==> src/spcctl_pkg.sv <==
// Shared types and constants of the control instruction unit.
package spcctl_pkg;

    localparam logic [15:0] BOOT_PC     = 16'hFFC0;
    localparam logic [7:0]  SP_RESET    = 8'hEF;
    localparam logic [7:0]  PCALL_PAGE  = 8'hFF;

    // PSW bit positions
    localparam int FLAG_C = 0;
    localparam int FLAG_Z = 1;
    localparam int FLAG_I = 2;
    localparam int FLAG_H = 3;
    localparam int FLAG_P = 5;
    localparam int FLAG_V = 6;
    localparam int FLAG_N = 7;

    localparam int QUEUE_DEPTH = 2;
    localparam int QUEUE_AW    = $clog2(QUEUE_DEPTH);

    // Opcodes of the control group
    localparam logic [3:0] OPC_TCALL_LO = 4'h1;
    localparam logic [7:0] OPC_NOP   = 8'h00;
    localparam logic [7:0] OPC_PUSHP = 8'h0D;
    localparam logic [7:0] OPC_PUSHA = 8'h2D;
    localparam logic [7:0] OPC_PUSHX = 8'h4D;
    localparam logic [7:0] OPC_PUSHY = 8'h6D;
    localparam logic [7:0] OPC_POPP  = 8'h8E;
    localparam logic [7:0] OPC_POPX  = 8'hCE;
    localparam logic [7:0] OPC_POPY  = 8'hEE;
    localparam logic [7:0] OPC_DECX  = 8'h1D;
    localparam logic [7:0] OPC_INCX  = 8'h3D;
    localparam logic [7:0] OPC_DECY  = 8'hDC;
    localparam logic [7:0] OPC_MOVAX = 8'h7D;
    localparam logic [7:0] OPC_MOVXS = 8'h9D;
    localparam logic [7:0] OPC_ASL   = 8'h1C;
    localparam logic [7:0] OPC_ROL   = 8'h3C;
    localparam logic [7:0] OPC_LSR   = 8'h5C;
    localparam logic [7:0] OPC_ROR   = 8'h7C;
    localparam logic [7:0] OPC_CLRP  = 8'h20;
    localparam logic [7:0] OPC_CLRC  = 8'h60;
    localparam logic [7:0] OPC_SETC  = 8'h80;
    localparam logic [7:0] OPC_NOTC  = 8'hED;
    localparam logic [7:0] OPC_CLRV  = 8'hE0;
    localparam logic [7:0] OPC_DI    = 8'hC0;
    localparam logic [7:0] OPC_CALL  = 8'h3F;
    localparam logic [7:0] OPC_PCALL = 8'h4F;
    localparam logic [7:0] OPC_JMP   = 8'h5F;
    localparam logic [7:0] OPC_RET   = 8'h6F;

    typedef enum logic [2:0] {
        KIND_NONE,
        KIND_SIMPLE,
        KIND_PUSH,
        KIND_POP,
        KIND_CALL,
        KIND_RET
    } t_kind;

    typedef enum logic [4:0] {
        OP_NOP,
        OP_JMP,
        OP_DECX,
        OP_INCX,
        OP_DECY,
        OP_MOVAX,
        OP_MOVXSP,
        OP_ASL,
        OP_ROL,
        OP_LSR,
        OP_ROR,
        OP_CLRP,
        OP_CLRC,
        OP_SETC,
        OP_NOTC,
        OP_CLRV,
        OP_DI
    } t_op;

    typedef enum logic [1:0] {
        REG_PSW,
        REG_A,
        REG_X,
        REG_Y
    } t_reg;

    // Decoded instruction handed from the front end to the execution side
    typedef struct packed {
        t_kind       kind;
        t_op         op;
        t_reg        sel;
        logic [15:0] target;
        logic [1:0]  len;
    } t_cmd;

endpackage

==> src/spcctl_front.sv <==
// Front end: accept instructions and decode them into commands.
module spcctl_front (
    input  logic              i_in_valid,
    output logic              o_in_stall,
    input  logic [7:0]        i_opcode,
    input  logic [7:0]        i_operand_low,
    input  logic [7:0]        i_operand_high,
    input  logic [15:0]       i_vector_word,
    input  logic              i_q_full,
    output logic              o_q_push,
    output spcctl_pkg::t_cmd  o_cmd
);

    assign o_in_stall = i_q_full;
    assign o_q_push   = i_in_valid && !i_q_full;

    always_comb begin
        o_cmd.kind   = spcctl_pkg::KIND_NONE;
        o_cmd.op     = spcctl_pkg::OP_NOP;
        o_cmd.sel    = spcctl_pkg::REG_A;
        o_cmd.target = {i_operand_high, i_operand_low};
        o_cmd.len    = 2'd0;
        if (i_opcode[3:0] == spcctl_pkg::OPC_TCALL_LO) begin
            o_cmd.kind   = spcctl_pkg::KIND_CALL;
            o_cmd.target = i_vector_word;
            o_cmd.len    = 2'd1;
        end else begin
            o_cmd.len = 2'd1;
            unique case (i_opcode)
                spcctl_pkg::OPC_NOP: begin
                    o_cmd.kind = spcctl_pkg::KIND_SIMPLE;
                end
                spcctl_pkg::OPC_PUSHP: begin
                    o_cmd.kind = spcctl_pkg::KIND_PUSH;
                    o_cmd.sel  = spcctl_pkg::REG_PSW;
                end
                spcctl_pkg::OPC_PUSHA: begin
                    o_cmd.kind = spcctl_pkg::KIND_PUSH;
                    o_cmd.sel  = spcctl_pkg::REG_A;
                end
                spcctl_pkg::OPC_PUSHX: begin
                    o_cmd.kind = spcctl_pkg::KIND_PUSH;
                    o_cmd.sel  = spcctl_pkg::REG_X;
                end
                spcctl_pkg::OPC_PUSHY: begin
                    o_cmd.kind = spcctl_pkg::KIND_PUSH;
                    o_cmd.sel  = spcctl_pkg::REG_Y;
                end
                spcctl_pkg::OPC_POPP: begin
                    o_cmd.kind = spcctl_pkg::KIND_POP;
                    o_cmd.sel  = spcctl_pkg::REG_PSW;
                end
                spcctl_pkg::OPC_POPX: begin
                    o_cmd.kind = spcctl_pkg::KIND_POP;
                    o_cmd.sel  = spcctl_pkg::REG_X;
                end
                spcctl_pkg::OPC_POPY: begin
                    o_cmd.kind = spcctl_pkg::KIND_POP;
                    o_cmd.sel  = spcctl_pkg::REG_Y;
                end
                spcctl_pkg::OPC_DECX: begin
                    o_cmd.kind = spcctl_pkg::KIND_SIMPLE;
                    o_cmd.op   = spcctl_pkg::OP_DECX;
                end
                spcctl_pkg::OPC_INCX: begin
                    o_cmd.kind = spcctl_pkg::KIND_SIMPLE;
                    o_cmd.op   = spcctl_pkg::OP_INCX;
                end
                spcctl_pkg::OPC_DECY: begin
                    o_cmd.kind = spcctl_pkg::KIND_SIMPLE;
                    o_cmd.op   = spcctl_pkg::OP_DECY;
                end
                spcctl_pkg::OPC_MOVAX: begin
                    o_cmd.kind = spcctl_pkg::KIND_SIMPLE;
                    o_cmd.op   = spcctl_pkg::OP_MOVAX;
                end
                spcctl_pkg::OPC_MOVXS: begin
                    o_cmd.kind = spcctl_pkg::KIND_SIMPLE;
                    o_cmd.op   = spcctl_pkg::OP_MOVXSP;
                end
                spcctl_pkg::OPC_ASL: begin
                    o_cmd.kind = spcctl_pkg::KIND_SIMPLE;
                    o_cmd.op   = spcctl_pkg::OP_ASL;
                end
                spcctl_pkg::OPC_ROL: begin
                    o_cmd.kind = spcctl_pkg::KIND_SIMPLE;
                    o_cmd.op   = spcctl_pkg::OP_ROL;
                end
                spcctl_pkg::OPC_LSR: begin
                    o_cmd.kind = spcctl_pkg::KIND_SIMPLE;
                    o_cmd.op   = spcctl_pkg::OP_LSR;
                end
                spcctl_pkg::OPC_ROR: begin
                    o_cmd.kind = spcctl_pkg::KIND_SIMPLE;
                    o_cmd.op   = spcctl_pkg::OP_ROR;
                end
                spcctl_pkg::OPC_CLRP: begin
                    o_cmd.kind = spcctl_pkg::KIND_SIMPLE;
                    o_cmd.op   = spcctl_pkg::OP_CLRP;
                end
                spcctl_pkg::OPC_CLRC: begin
                    o_cmd.kind = spcctl_pkg::KIND_SIMPLE;
                    o_cmd.op   = spcctl_pkg::OP_CLRC;
                end
                spcctl_pkg::OPC_SETC: begin
                    o_cmd.kind = spcctl_pkg::KIND_SIMPLE;
                    o_cmd.op   = spcctl_pkg::OP_SETC;
                end
                spcctl_pkg::OPC_NOTC: begin
                    o_cmd.kind = spcctl_pkg::KIND_SIMPLE;
                    o_cmd.op   = spcctl_pkg::OP_NOTC;
                end
                spcctl_pkg::OPC_CLRV: begin
                    o_cmd.kind = spcctl_pkg::KIND_SIMPLE;
                    o_cmd.op   = spcctl_pkg::OP_CLRV;
                end
                spcctl_pkg::OPC_DI: begin
                    o_cmd.kind = spcctl_pkg::KIND_SIMPLE;
                    o_cmd.op   = spcctl_pkg::OP_DI;
                end
                spcctl_pkg::OPC_CALL: begin
                    o_cmd.kind = spcctl_pkg::KIND_CALL;
                    o_cmd.len  = 2'd3;
                end
                spcctl_pkg::OPC_PCALL: begin
                    o_cmd.kind   = spcctl_pkg::KIND_CALL;
                    o_cmd.target = {spcctl_pkg::PCALL_PAGE, i_operand_low};
                    o_cmd.len    = 2'd2;
                end
                spcctl_pkg::OPC_JMP: begin
                    o_cmd.kind = spcctl_pkg::KIND_SIMPLE;
                    o_cmd.op   = spcctl_pkg::OP_JMP;
                    o_cmd.len  = 2'd3;
                end
                spcctl_pkg::OPC_RET: begin
                    o_cmd.kind = spcctl_pkg::KIND_RET;
                end
                default: begin
                    // not in the group: PC stays put
                    o_cmd.len = 2'd0;
                end
            endcase
        end
    end

endmodule

==> src/spcctl_queue.sv <==
// Short command queue between the front end and the execution side.
module spcctl_queue (
    input  logic              i_clk,
    input  logic              i_rst_n,
    input  logic              i_push,
    input  spcctl_pkg::t_cmd  i_cmd,
    input  logic              i_pop,
    output logic              o_full,
    output logic              o_empty,
    output spcctl_pkg::t_cmd  o_head
);

    spcctl_pkg::t_cmd                 r_slot [spcctl_pkg::QUEUE_DEPTH];
    logic [spcctl_pkg::QUEUE_AW-1:0]  r_wr_ptr;
    logic [spcctl_pkg::QUEUE_AW-1:0]  r_rd_ptr;
    logic [spcctl_pkg::QUEUE_AW:0]    r_count;

    assign o_full  = (r_count == (spcctl_pkg::QUEUE_AW + 1)'(spcctl_pkg::QUEUE_DEPTH));
    assign o_empty = (r_count == '0);
    assign o_head  = r_slot[r_rd_ptr];

    always_ff @(posedge i_clk) begin
        if (!i_rst_n) begin
            r_wr_ptr <= '0;
            r_rd_ptr <= '0;
            r_count  <= '0;
        end else begin
            if (i_push) begin
                r_wr_ptr <= r_wr_ptr + 1'b1;
            end
            if (i_pop) begin
                r_rd_ptr <= r_rd_ptr + 1'b1;
            end
            if (i_push && !i_pop) begin
                r_count <= r_count + 1'b1;
            end else if (i_pop && !i_push) begin
                r_count <= r_count - 1'b1;
            end
        end
    end

    always_ff @(posedge i_clk) begin
        if (i_push) begin
            r_slot[r_wr_ptr] <= i_cmd;
        end
    end

endmodule

==> src/spcctl_back.sv <==
// Execution side: CPU registers, stack page and the result register.
module spcctl_back (
    input  logic              i_clk,
    input  logic              i_rst_n,
    input  logic              i_q_empty,
    input  spcctl_pkg::t_cmd  i_cmd,
    output logic              o_q_pop,
    output logic              o_out_valid,
    input  logic              i_out_stall,
    output logic              o_handled,
    output logic [15:0]       o_new_pc,
    output logic [7:0]        o_new_acc,
    output logic [7:0]        o_new_index_x,
    output logic [7:0]        o_new_index_y,
    output logic [7:0]        o_new_stack_ptr,
    output logic [7:0]        o_new_status
);

    typedef enum logic [4:0] {
        ST_IDLE     = 5'b00001,
        ST_PUSH_LO  = 5'b00010,
        ST_POP_DATA = 5'b00100,
        ST_RET_LO   = 5'b01000,
        ST_RET_HI   = 5'b10000
    } t_state;

    t_state       r_state, n_state;
    logic [15:0]  r_pc, n_pc;
    logic [7:0]   r_a, n_a;
    logic [7:0]   r_x, n_x;
    logic [7:0]   r_y, n_y;
    logic [7:0]   r_sp, n_sp;
    logic [7:0]   r_psw, n_psw;
    logic [7:0]   r_lo, n_lo;
    logic         r_out_valid;

    logic [7:0]   r_mem [256];
    logic [7:0]   r_rd_data;
    logic [7:0]   mem_addr;
    logic         mem_we;
    logic [7:0]   mem_wdata;

    logic         out_free;
    logic         emit;
    logic [15:0]  ret_addr;

    function automatic logic [7:0] f_nz(input logic [7:0] psw, input logic [7:0] v);
        logic [7:0] f;
        f = psw;
        f[spcctl_pkg::FLAG_N] = v[7];
        f[spcctl_pkg::FLAG_Z] = (v == 8'd0);
        return f;
    endfunction

    assign out_free = !r_out_valid || !i_out_stall;
    assign ret_addr = r_pc + {14'd0, i_cmd.len};
    assign o_q_pop  = emit;

    always_comb begin
        n_state   = r_state;
        n_pc      = r_pc;
        n_a       = r_a;
        n_x       = r_x;
        n_y       = r_y;
        n_sp      = r_sp;
        n_psw     = r_psw;
        n_lo      = r_lo;
        mem_addr  = r_sp;
        mem_we    = 1'b0;
        mem_wdata = 8'd0;
        emit      = 1'b0;
        unique case (r_state)
            ST_IDLE: begin
                if (!i_q_empty) begin
                    unique case (i_cmd.kind)
                        spcctl_pkg::KIND_NONE: begin
                            emit = out_free;
                        end
                        spcctl_pkg::KIND_SIMPLE: begin
                            // hold every register until the result register is free
                            if (out_free) begin
                                emit = 1'b1;
                                n_pc = ret_addr;
                                case (i_cmd.op)
                                    spcctl_pkg::OP_JMP: n_pc = i_cmd.target;
                                    spcctl_pkg::OP_DECX: begin
                                        n_x   = r_x - 8'd1;
                                        n_psw = f_nz(r_psw, n_x);
                                    end
                                    spcctl_pkg::OP_INCX: begin
                                        n_x   = r_x + 8'd1;
                                        n_psw = f_nz(r_psw, n_x);
                                    end
                                    spcctl_pkg::OP_DECY: begin
                                        n_y   = r_y - 8'd1;
                                        n_psw = f_nz(r_psw, n_y);
                                    end
                                    spcctl_pkg::OP_MOVAX: begin
                                        n_a   = r_x;
                                        n_psw = f_nz(r_psw, n_a);
                                    end
                                    spcctl_pkg::OP_MOVXSP: begin
                                        n_x   = r_sp;
                                        n_psw = f_nz(r_psw, n_x);
                                    end
                                    spcctl_pkg::OP_ASL: begin
                                        n_a   = {r_a[6:0], 1'b0};
                                        n_psw = f_nz(r_psw, n_a);
                                        n_psw[spcctl_pkg::FLAG_C] = r_a[7];
                                    end
                                    spcctl_pkg::OP_ROL: begin
                                        n_a   = {r_a[6:0], r_psw[spcctl_pkg::FLAG_C]};
                                        n_psw = f_nz(r_psw, n_a);
                                        n_psw[spcctl_pkg::FLAG_C] = r_a[7];
                                    end
                                    spcctl_pkg::OP_LSR: begin
                                        n_a   = {1'b0, r_a[7:1]};
                                        n_psw = f_nz(r_psw, n_a);
                                        n_psw[spcctl_pkg::FLAG_C] = r_a[0];
                                    end
                                    spcctl_pkg::OP_ROR: begin
                                        n_a   = {r_psw[spcctl_pkg::FLAG_C], r_a[7:1]};
                                        n_psw = f_nz(r_psw, n_a);
                                        n_psw[spcctl_pkg::FLAG_C] = r_a[0];
                                    end
                                    spcctl_pkg::OP_CLRP: n_psw[spcctl_pkg::FLAG_P] = 1'b0;
                                    spcctl_pkg::OP_CLRC: n_psw[spcctl_pkg::FLAG_C] = 1'b0;
                                    spcctl_pkg::OP_SETC: n_psw[spcctl_pkg::FLAG_C] = 1'b1;
                                    spcctl_pkg::OP_NOTC: begin
                                        n_psw[spcctl_pkg::FLAG_C] = !r_psw[spcctl_pkg::FLAG_C];
                                    end
                                    spcctl_pkg::OP_CLRV: begin
                                        n_psw[spcctl_pkg::FLAG_H] = 1'b0;
                                        n_psw[spcctl_pkg::FLAG_V] = 1'b0;
                                    end
                                    spcctl_pkg::OP_DI: n_psw[spcctl_pkg::FLAG_I] = 1'b0;
                                    default: n_pc = ret_addr;
                                endcase
                            end
                        end
                        spcctl_pkg::KIND_PUSH: begin
                            if (out_free) begin
                                emit   = 1'b1;
                                mem_we = 1'b1;
                                case (i_cmd.sel)
                                    spcctl_pkg::REG_PSW: mem_wdata = r_psw;
                                    spcctl_pkg::REG_A:   mem_wdata = r_a;
                                    spcctl_pkg::REG_X:   mem_wdata = r_x;
                                    default:             mem_wdata = r_y;
                                endcase
                                n_sp = r_sp - 8'd1;
                                n_pc = ret_addr;
                            end
                        end
                        spcctl_pkg::KIND_POP, spcctl_pkg::KIND_RET: begin
                            mem_addr = r_sp + 8'd1;
                            n_sp     = r_sp + 8'd1;
                            n_state  = (i_cmd.kind == spcctl_pkg::KIND_POP) ?
                                       ST_POP_DATA : ST_RET_LO;
                        end
                        spcctl_pkg::KIND_CALL: begin
                            mem_we    = 1'b1;
                            mem_wdata = ret_addr[15:8];
                            n_sp      = r_sp - 8'd1;
                            n_state   = ST_PUSH_LO;
                        end
                        default: n_state = ST_IDLE;
                    endcase
                end
            end
            ST_PUSH_LO: begin
                if (out_free) begin
                    emit      = 1'b1;
                    mem_we    = 1'b1;
                    mem_wdata = ret_addr[7:0];
                    n_sp      = r_sp - 8'd1;
                    n_pc      = i_cmd.target;
                    n_state   = ST_IDLE;
                end
            end
            ST_POP_DATA: begin
                // the read of the popped byte stays on r_sp while waiting
                if (out_free) begin
                    emit    = 1'b1;
                    n_pc    = ret_addr;
                    n_state = ST_IDLE;
                    case (i_cmd.sel)
                        spcctl_pkg::REG_PSW: n_psw = r_rd_data;
                        spcctl_pkg::REG_X:   n_x   = r_rd_data;
                        default:             n_y   = r_rd_data;
                    endcase
                end
            end
            ST_RET_LO: begin
                n_lo     = r_rd_data;
                mem_addr = r_sp + 8'd1;
                n_sp     = r_sp + 8'd1;
                n_state  = ST_RET_HI;
            end
            ST_RET_HI: begin
                if (out_free) begin
                    emit    = 1'b1;
                    n_pc    = {r_rd_data, r_lo};
                    n_state = ST_IDLE;
                end
            end
            default: n_state = ST_IDLE;
        endcase
    end

    always_ff @(posedge i_clk) begin
        if (!i_rst_n) begin
            r_state     <= ST_IDLE;
            r_pc        <= spcctl_pkg::BOOT_PC;
            r_a         <= 8'd0;
            r_x         <= 8'd0;
            r_y         <= 8'd0;
            r_sp        <= spcctl_pkg::SP_RESET;
            r_psw       <= 8'd0;
            r_out_valid <= 1'b0;
        end else begin
            r_state     <= n_state;
            r_pc        <= n_pc;
            r_a         <= n_a;
            r_x         <= n_x;
            r_y         <= n_y;
            r_sp        <= n_sp;
            r_psw       <= n_psw;
            r_out_valid <= emit || (r_out_valid && i_out_stall);
        end
    end

    always_ff @(posedge i_clk) begin
        r_lo <= n_lo;
        if (emit) begin
            o_handled       <= (i_cmd.kind != spcctl_pkg::KIND_NONE);
            o_new_pc        <= n_pc;
            o_new_acc       <= n_a;
            o_new_index_x   <= n_x;
            o_new_index_y   <= n_y;
            o_new_stack_ptr <= n_sp;
            o_new_status    <= n_psw;
        end
    end

    always_ff @(posedge i_clk) begin
        if (mem_we) begin
            r_mem[mem_addr] <= mem_wdata;
        end
        r_rd_data <= r_mem[mem_addr];
    end

    assign o_out_valid = r_out_valid;

endmodule

==> src/spc700_control_instruction_unit.sv <==
// Top level of the control instruction unit: front end, queue and execution side.
//
// Executes one control-group instruction of the 8-bit audio CPU per transaction
// and returns the full register set (PC, A, X, Y, SP, PSW) plus a handled flag;
// opcodes outside the group come back unchanged with handled low. The front end
// decodes each opcode as it is accepted and drops the command into a two-entry
// queue, so the input side keeps taking transactions while a result waits on a
// stalled output. The execution side owns the registers and a 256-byte stack
// page behind a single port with registered read data; that port sets the rate.
// Register moves, flag operations, shifts, jumps, single pushes and unhandled
// opcodes finish in the idle state; pops go on to a state that loads the popped
// byte, calls (TCALL, CALL, PCALL) to one that pushes the return low byte, and
// RET to states that read the low, then the high return byte. A result passes
// through the queue and the result register before it shows on the output.
// Reset loads PC with 0xFFC0 and SP with 0xEF, clears A, X, Y and PSW; stack
// contents are undefined until pushed.
module spc700_control_instruction_unit (
    input  logic         i_clk,
    input  logic         i_rst_n,
    input  logic         i_in_valid,
    output logic         o_in_stall,
    input  logic [7:0]   i_opcode,
    input  logic [7:0]   i_operand_low,
    input  logic [7:0]   i_operand_high,
    input  logic [15:0]  i_vector_word,
    output logic         o_out_valid,
    input  logic         i_out_stall,
    output logic         o_handled,
    output logic [15:0]  o_new_pc,
    output logic [7:0]   o_new_acc,
    output logic [7:0]   o_new_index_x,
    output logic [7:0]   o_new_index_y,
    output logic [7:0]   o_new_stack_ptr,
    output logic [7:0]   o_new_status
);

    spcctl_pkg::t_cmd  front_cmd;
    spcctl_pkg::t_cmd  head_cmd;
    logic              q_push;
    logic              q_pop;
    logic              q_full;
    logic              q_empty;

    // Accept and decode.
    spcctl_front u_front (
        .i_in_valid     (i_in_valid),
        .o_in_stall     (o_in_stall),
        .i_opcode       (i_opcode),
        .i_operand_low  (i_operand_low),
        .i_operand_high (i_operand_high),
        .i_vector_word  (i_vector_word),
        .i_q_full       (q_full),
        .o_q_push       (q_push),
        .o_cmd          (front_cmd)
    );

    // Hold decoded commands until the execution side is free.
    spcctl_queue u_queue (
        .i_clk   (i_clk),
        .i_rst_n (i_rst_n),
        .i_push  (q_push),
        .i_cmd   (front_cmd),
        .i_pop   (q_pop),
        .o_full  (q_full),
        .o_empty (q_empty),
        .o_head  (head_cmd)
    );

    // Execute, update registers and stack, and present the result.
    spcctl_back u_back (
        .i_clk           (i_clk),
        .i_rst_n         (i_rst_n),
        .i_q_empty       (q_empty),
        .i_cmd           (head_cmd),
        .o_q_pop         (q_pop),
        .o_out_valid     (o_out_valid),
        .i_out_stall     (i_out_stall),
        .o_handled       (o_handled),
        .o_new_pc        (o_new_pc),
        .o_new_acc       (o_new_acc),
        .o_new_index_x   (o_new_index_x),
        .o_new_index_y   (o_new_index_y),
        .o_new_stack_ptr (o_new_stack_ptr),
        .o_new_status    (o_new_status)
    );

endmodule

==> config.mk <==
export PLATFORM = sky130hd
export DESIGN_NAME = spc700_control_instruction_unit
export DESIGN_NICKNAME = d
export VERILOG_FILES = /design/src/spcctl_pkg.sv /design/src/spcctl_front.sv /design/src/spcctl_queue.sv /design/src/spcctl_back.sv /design/src/spc700_control_instruction_unit.sv
export SDC_FILE = /design/constraint.sdc
export NUM_CORES = 2
export LEC_CHECK = 0
export ABC_AREA = 1
export BUFFER_PORTS_ARGS = -buffer_cell sky130_fd_sc_hd__buf_2
export CAP_MARGIN = 30
export CORE_AREA = 2 2 325 488
export DETAILED_ROUTE_END_ITERATION = 7
export DIE_AREA = 0 0 327 490
export PLACE_DENSITY_LB_ADDON = 0.25
export SYNTH_ARGS = -nofsm -noshare
export SYNTH_HDL_FRONTEND = slang
export SYNTH_HIERARCHICAL = 1
export SYNTH_SLANG_ARGS = --single-unit
==> constraint.sdc <==
create_clock -name i_clk -period 24.2 [get_ports i_clk]
set_input_delay 3.63 -clock i_clk [delete_from_list [all_inputs] [get_ports i_clk]]
set_output_delay 3.63 -clock i_clk [all_outputs]
set_load 0.005 [all_outputs]
==> flow_metrics.tcl <==
set metrics [dict create \
    grt_util_all_layers_pct 34.6 \
    slew_violations 0 \
    gr-total-overflow 0 \
    synthAdderAreaFrac_pct 0.184 \
    synth_xor_area_share_pct 0.327 \
    gp_congestion 0.980 \
    ctsHoldBuffers 0 \
    critPathBufInv 7 \
    tns_ns 0 \
    vias 72500 \
    cts_tree "built" \
    rsz0062_at_grt "no" \
    syn_area_per_cell_sq_um 9.85 \
    multiInputGateArea_sq_um 29400 \
    drt_first_pass_iters 7 \
    setup_viol 0 \
    rrSetupSlack_ns 15.94 \
    worst_clock_skew_ns 0.0354 \
    final_nets 9980 \
    max_slew_margin_pct 23.7 \
    io_pins 103 \
    synthesis.area_sq_um 99200 \
    fillCellCount 11400 \
    muxShareOfSynthArea_pct 0.394 \
    insertion_delay_ns 0.86 \
    yosysWarnings 6 \
    core_sq_um 156000 \
    synth_seq_area_share_pct 67.2 \
    synthCells 10100 \
    num_rows 178 \
    routedWlPerCell_um 23.0 \
    synth_top_family_by_area "simple AND/OR/NAND/NOR gates" \
    min_path_type "reg -> reg" \
    hold_depth 2 \
    path_class "reg -> reg" \
    antenna_found_initial 8 \
    synth_edf_count 2169 \
    status "complete, no violations" \
    cp.depth 28 \
    final_common_cell "nand2_1" \
    start_util_pct 63.5 \
    grt_pass1_vias 70400 \
    grt_pass1_wl_um 418000 \
    path_max_fanout 142 \
    die_h_um 490 \
    cts-resized-gates 0 \
    ant_nets 0 \
    end_kind "flip-flop" \
    wl_um 280000 \
    final_cell_mix "nand2_1, edfxtp_1, nand3_1, nor2_1, clkbuf_16" \
    synthSimpleGateAreaFrac_pct 25.7 \
    synthArstFlopShare_pct 0 \
    finalCritPeriodShare_pct 34.1 \
    grt_max_degree 212 \
    critPathTopFamily "buffers and inverters" \
    clk_path_buf_depth 3 \
    critPathLaunchType "flip-flop" \
    dieArea_sq_um 160000 \
    synth-compound-area-share_pct 2.76 \
    hold_viol 0 \
    cts_setup_buffers 0 \
    drt_iter0_drc 8950 \
    r2r-end "u_back/r_rd_data[5]" \
    ys.flop_type "edfxtp_1" \
    crit_path_frequent_cell "nand2_1" \
    min_to "u_back/r_state[4]" \
    syn_nets 10100 \
    drive_gt1_share_pct 6.23 \
    maxCapViolCount 0 \
    viasPerCell 5.96 \
    period_minus_slack_ns 8.26 \
    synth_seq_cells 2244 \
    cts-root-buf "clkbuf_16" \
    fmax_ghz 0.121 \
    syn_to_final_growth_pct 8.66 \
    critPathSlowestCell "nand2_8" \
    path_clk_slew_ns 0.07 \
    ff2ff_path_depth 28 \
    numCtsBuffers 198 \
    port-buffer-count 102 \
    cts_num_sinks 2244 \
    worstPathArrival_ns 9.06 \
    die-width_um 327 \
    seq_area_sq_um 66600 \
    required_ns 25.00 \
    hpwlAfterDp_um 164000 \
    post-route-drc-count 0 \
    worstMarginPinSlew_ns 1.14 \
    ys_types 61 \
    h-tree-depth 4 \
    slowest_delay_ns 0.97 \
    worstHoldStart "u_back/r_state[4]" \
]
-- registers in the layout (all words and copies together), names as in the netlist, 5 cells and up, named ones only --
name	count
u_queue/r_slot	56
u_back/r_pc	16
u_back/o_new_acc	8
u_back/o_new_pc	16
u_back/r_x	8
u_back/r_mem	2048
u_back/r_psw	8
u_back/r_sp	8
u_back/r_rd_data	8
u_back/r_a	8
u_back/o_new_index_x	8
u_back/r_lo	8
u_back/r_y	8
u_back/o_new_index_y	8
u_back/r_state	5
u_back/o_new_status	8
u_back/o_new_stack_ptr	8
-- cell usage after synthesis (all sizes together) (6+ instances only) --
cell type,n,area [sq um]
nand3,664,3330
xor2,35,307
o31ai,6,45.0
inv,198,743
and2,7,43.8
clkbuf,237,892
a21oi,109,557
o211ai,24,185
edfxtp,2169,65100
nor2,507,1950
o221ai,13,114
nand2,5261,19800
o21ai,252,1260
buf,326,1750
nor3,25,161
or2,7,43.8
a221oi,8,70.1
ha,13,163
o22ai,31,194
a211oi,9,67.6
o2111ai,9,78.8
mux2,28,390
dfxtp,75,1500
nand4,20,125
a31oi,6,37.5
-- worst max path at each step --
stage / endpoint / slack [ns]
3_3_place_gp: u_back/r_rd_data[5] / 15.80
3_5_place_dp: u_back/r_rd_data[5] / 15.62
4_1_cts: u_back/r_rd_data[5] / 15.62
5_1_grt: u_back/r_rd_data[5] / 15.32
2_1_floorplan: u_back/r_mem[0][4] / 7.15
6_report: u_back/r_rd_data[5] / 15.94
-- metrics by stage --
step           setup WS, ns  instances  instance area [sq um]  util (%)  hold WS (ns)
4_1_cts               15.62      12200                 108000      68.9         0.494
3_5_place_dp          15.62      11800                 101000      64.6         0.484
2_1_floorplan          7.15      10100                  99200         -         0.425
3_3_place_gp          15.80      11800                 101000      64.5         0.479
6_report              15.94      12200                 108000      69.0         0.490
5_1_grt               15.32      12200                 108000      69.0         0.521
-- worst register-to-register path: cells and delay by family (launching register included) --
family                     cells  cell delay [ns]
AOI/OAI and AO/OA              1             0.10
adders and majority gates      1             0.35
buffers and inverters          7             3.78
DFF                            1             0.31
muxes                          1             0.48
and+or+nand+nor               18             3.19
-- metal layers --
metal	track usage [%]	up-vias	wire (um)
li1	-	33100	-
met1	41.9	34400	97400
met2	56.7	4132	135000
met3	6.07	869	26000
met4	24.1	2	21800
met5	0	-	13
-- logic make-up (layout without fill, tap and decap cells) --
group                      count (synthesis)  count (layout)
other                                      0               5
buffers and inverters                    765             785
and+or+nand+nor                         6500            6500
xor gates and xnor gates                  37              37
AOI/OAI and AO/OA                        482             482
adders and majority gates                 14              14
DFF                                     2244            2244
muxes                                     28              28
-- final cells by class --
| type | instances | share of cell area [%] |
|---|---|---|
| sequential | 2244 | 61.8 |
| multi-input combinational | 7061 | 27.3 |
| inverter | 202 | 0.713 |
| clock inverter | 121 | 1.14 |
| clock buffer | 247 | 5.02 |
| timing repair buffer | 215 | 1.62 |
| tap | 2070 | 2.40 |
| antenna | 5 | 0.0116 |
Power is not shown: default switching activity piles up to over one toggle a cycle in this logic, so the estimate is an artifact.
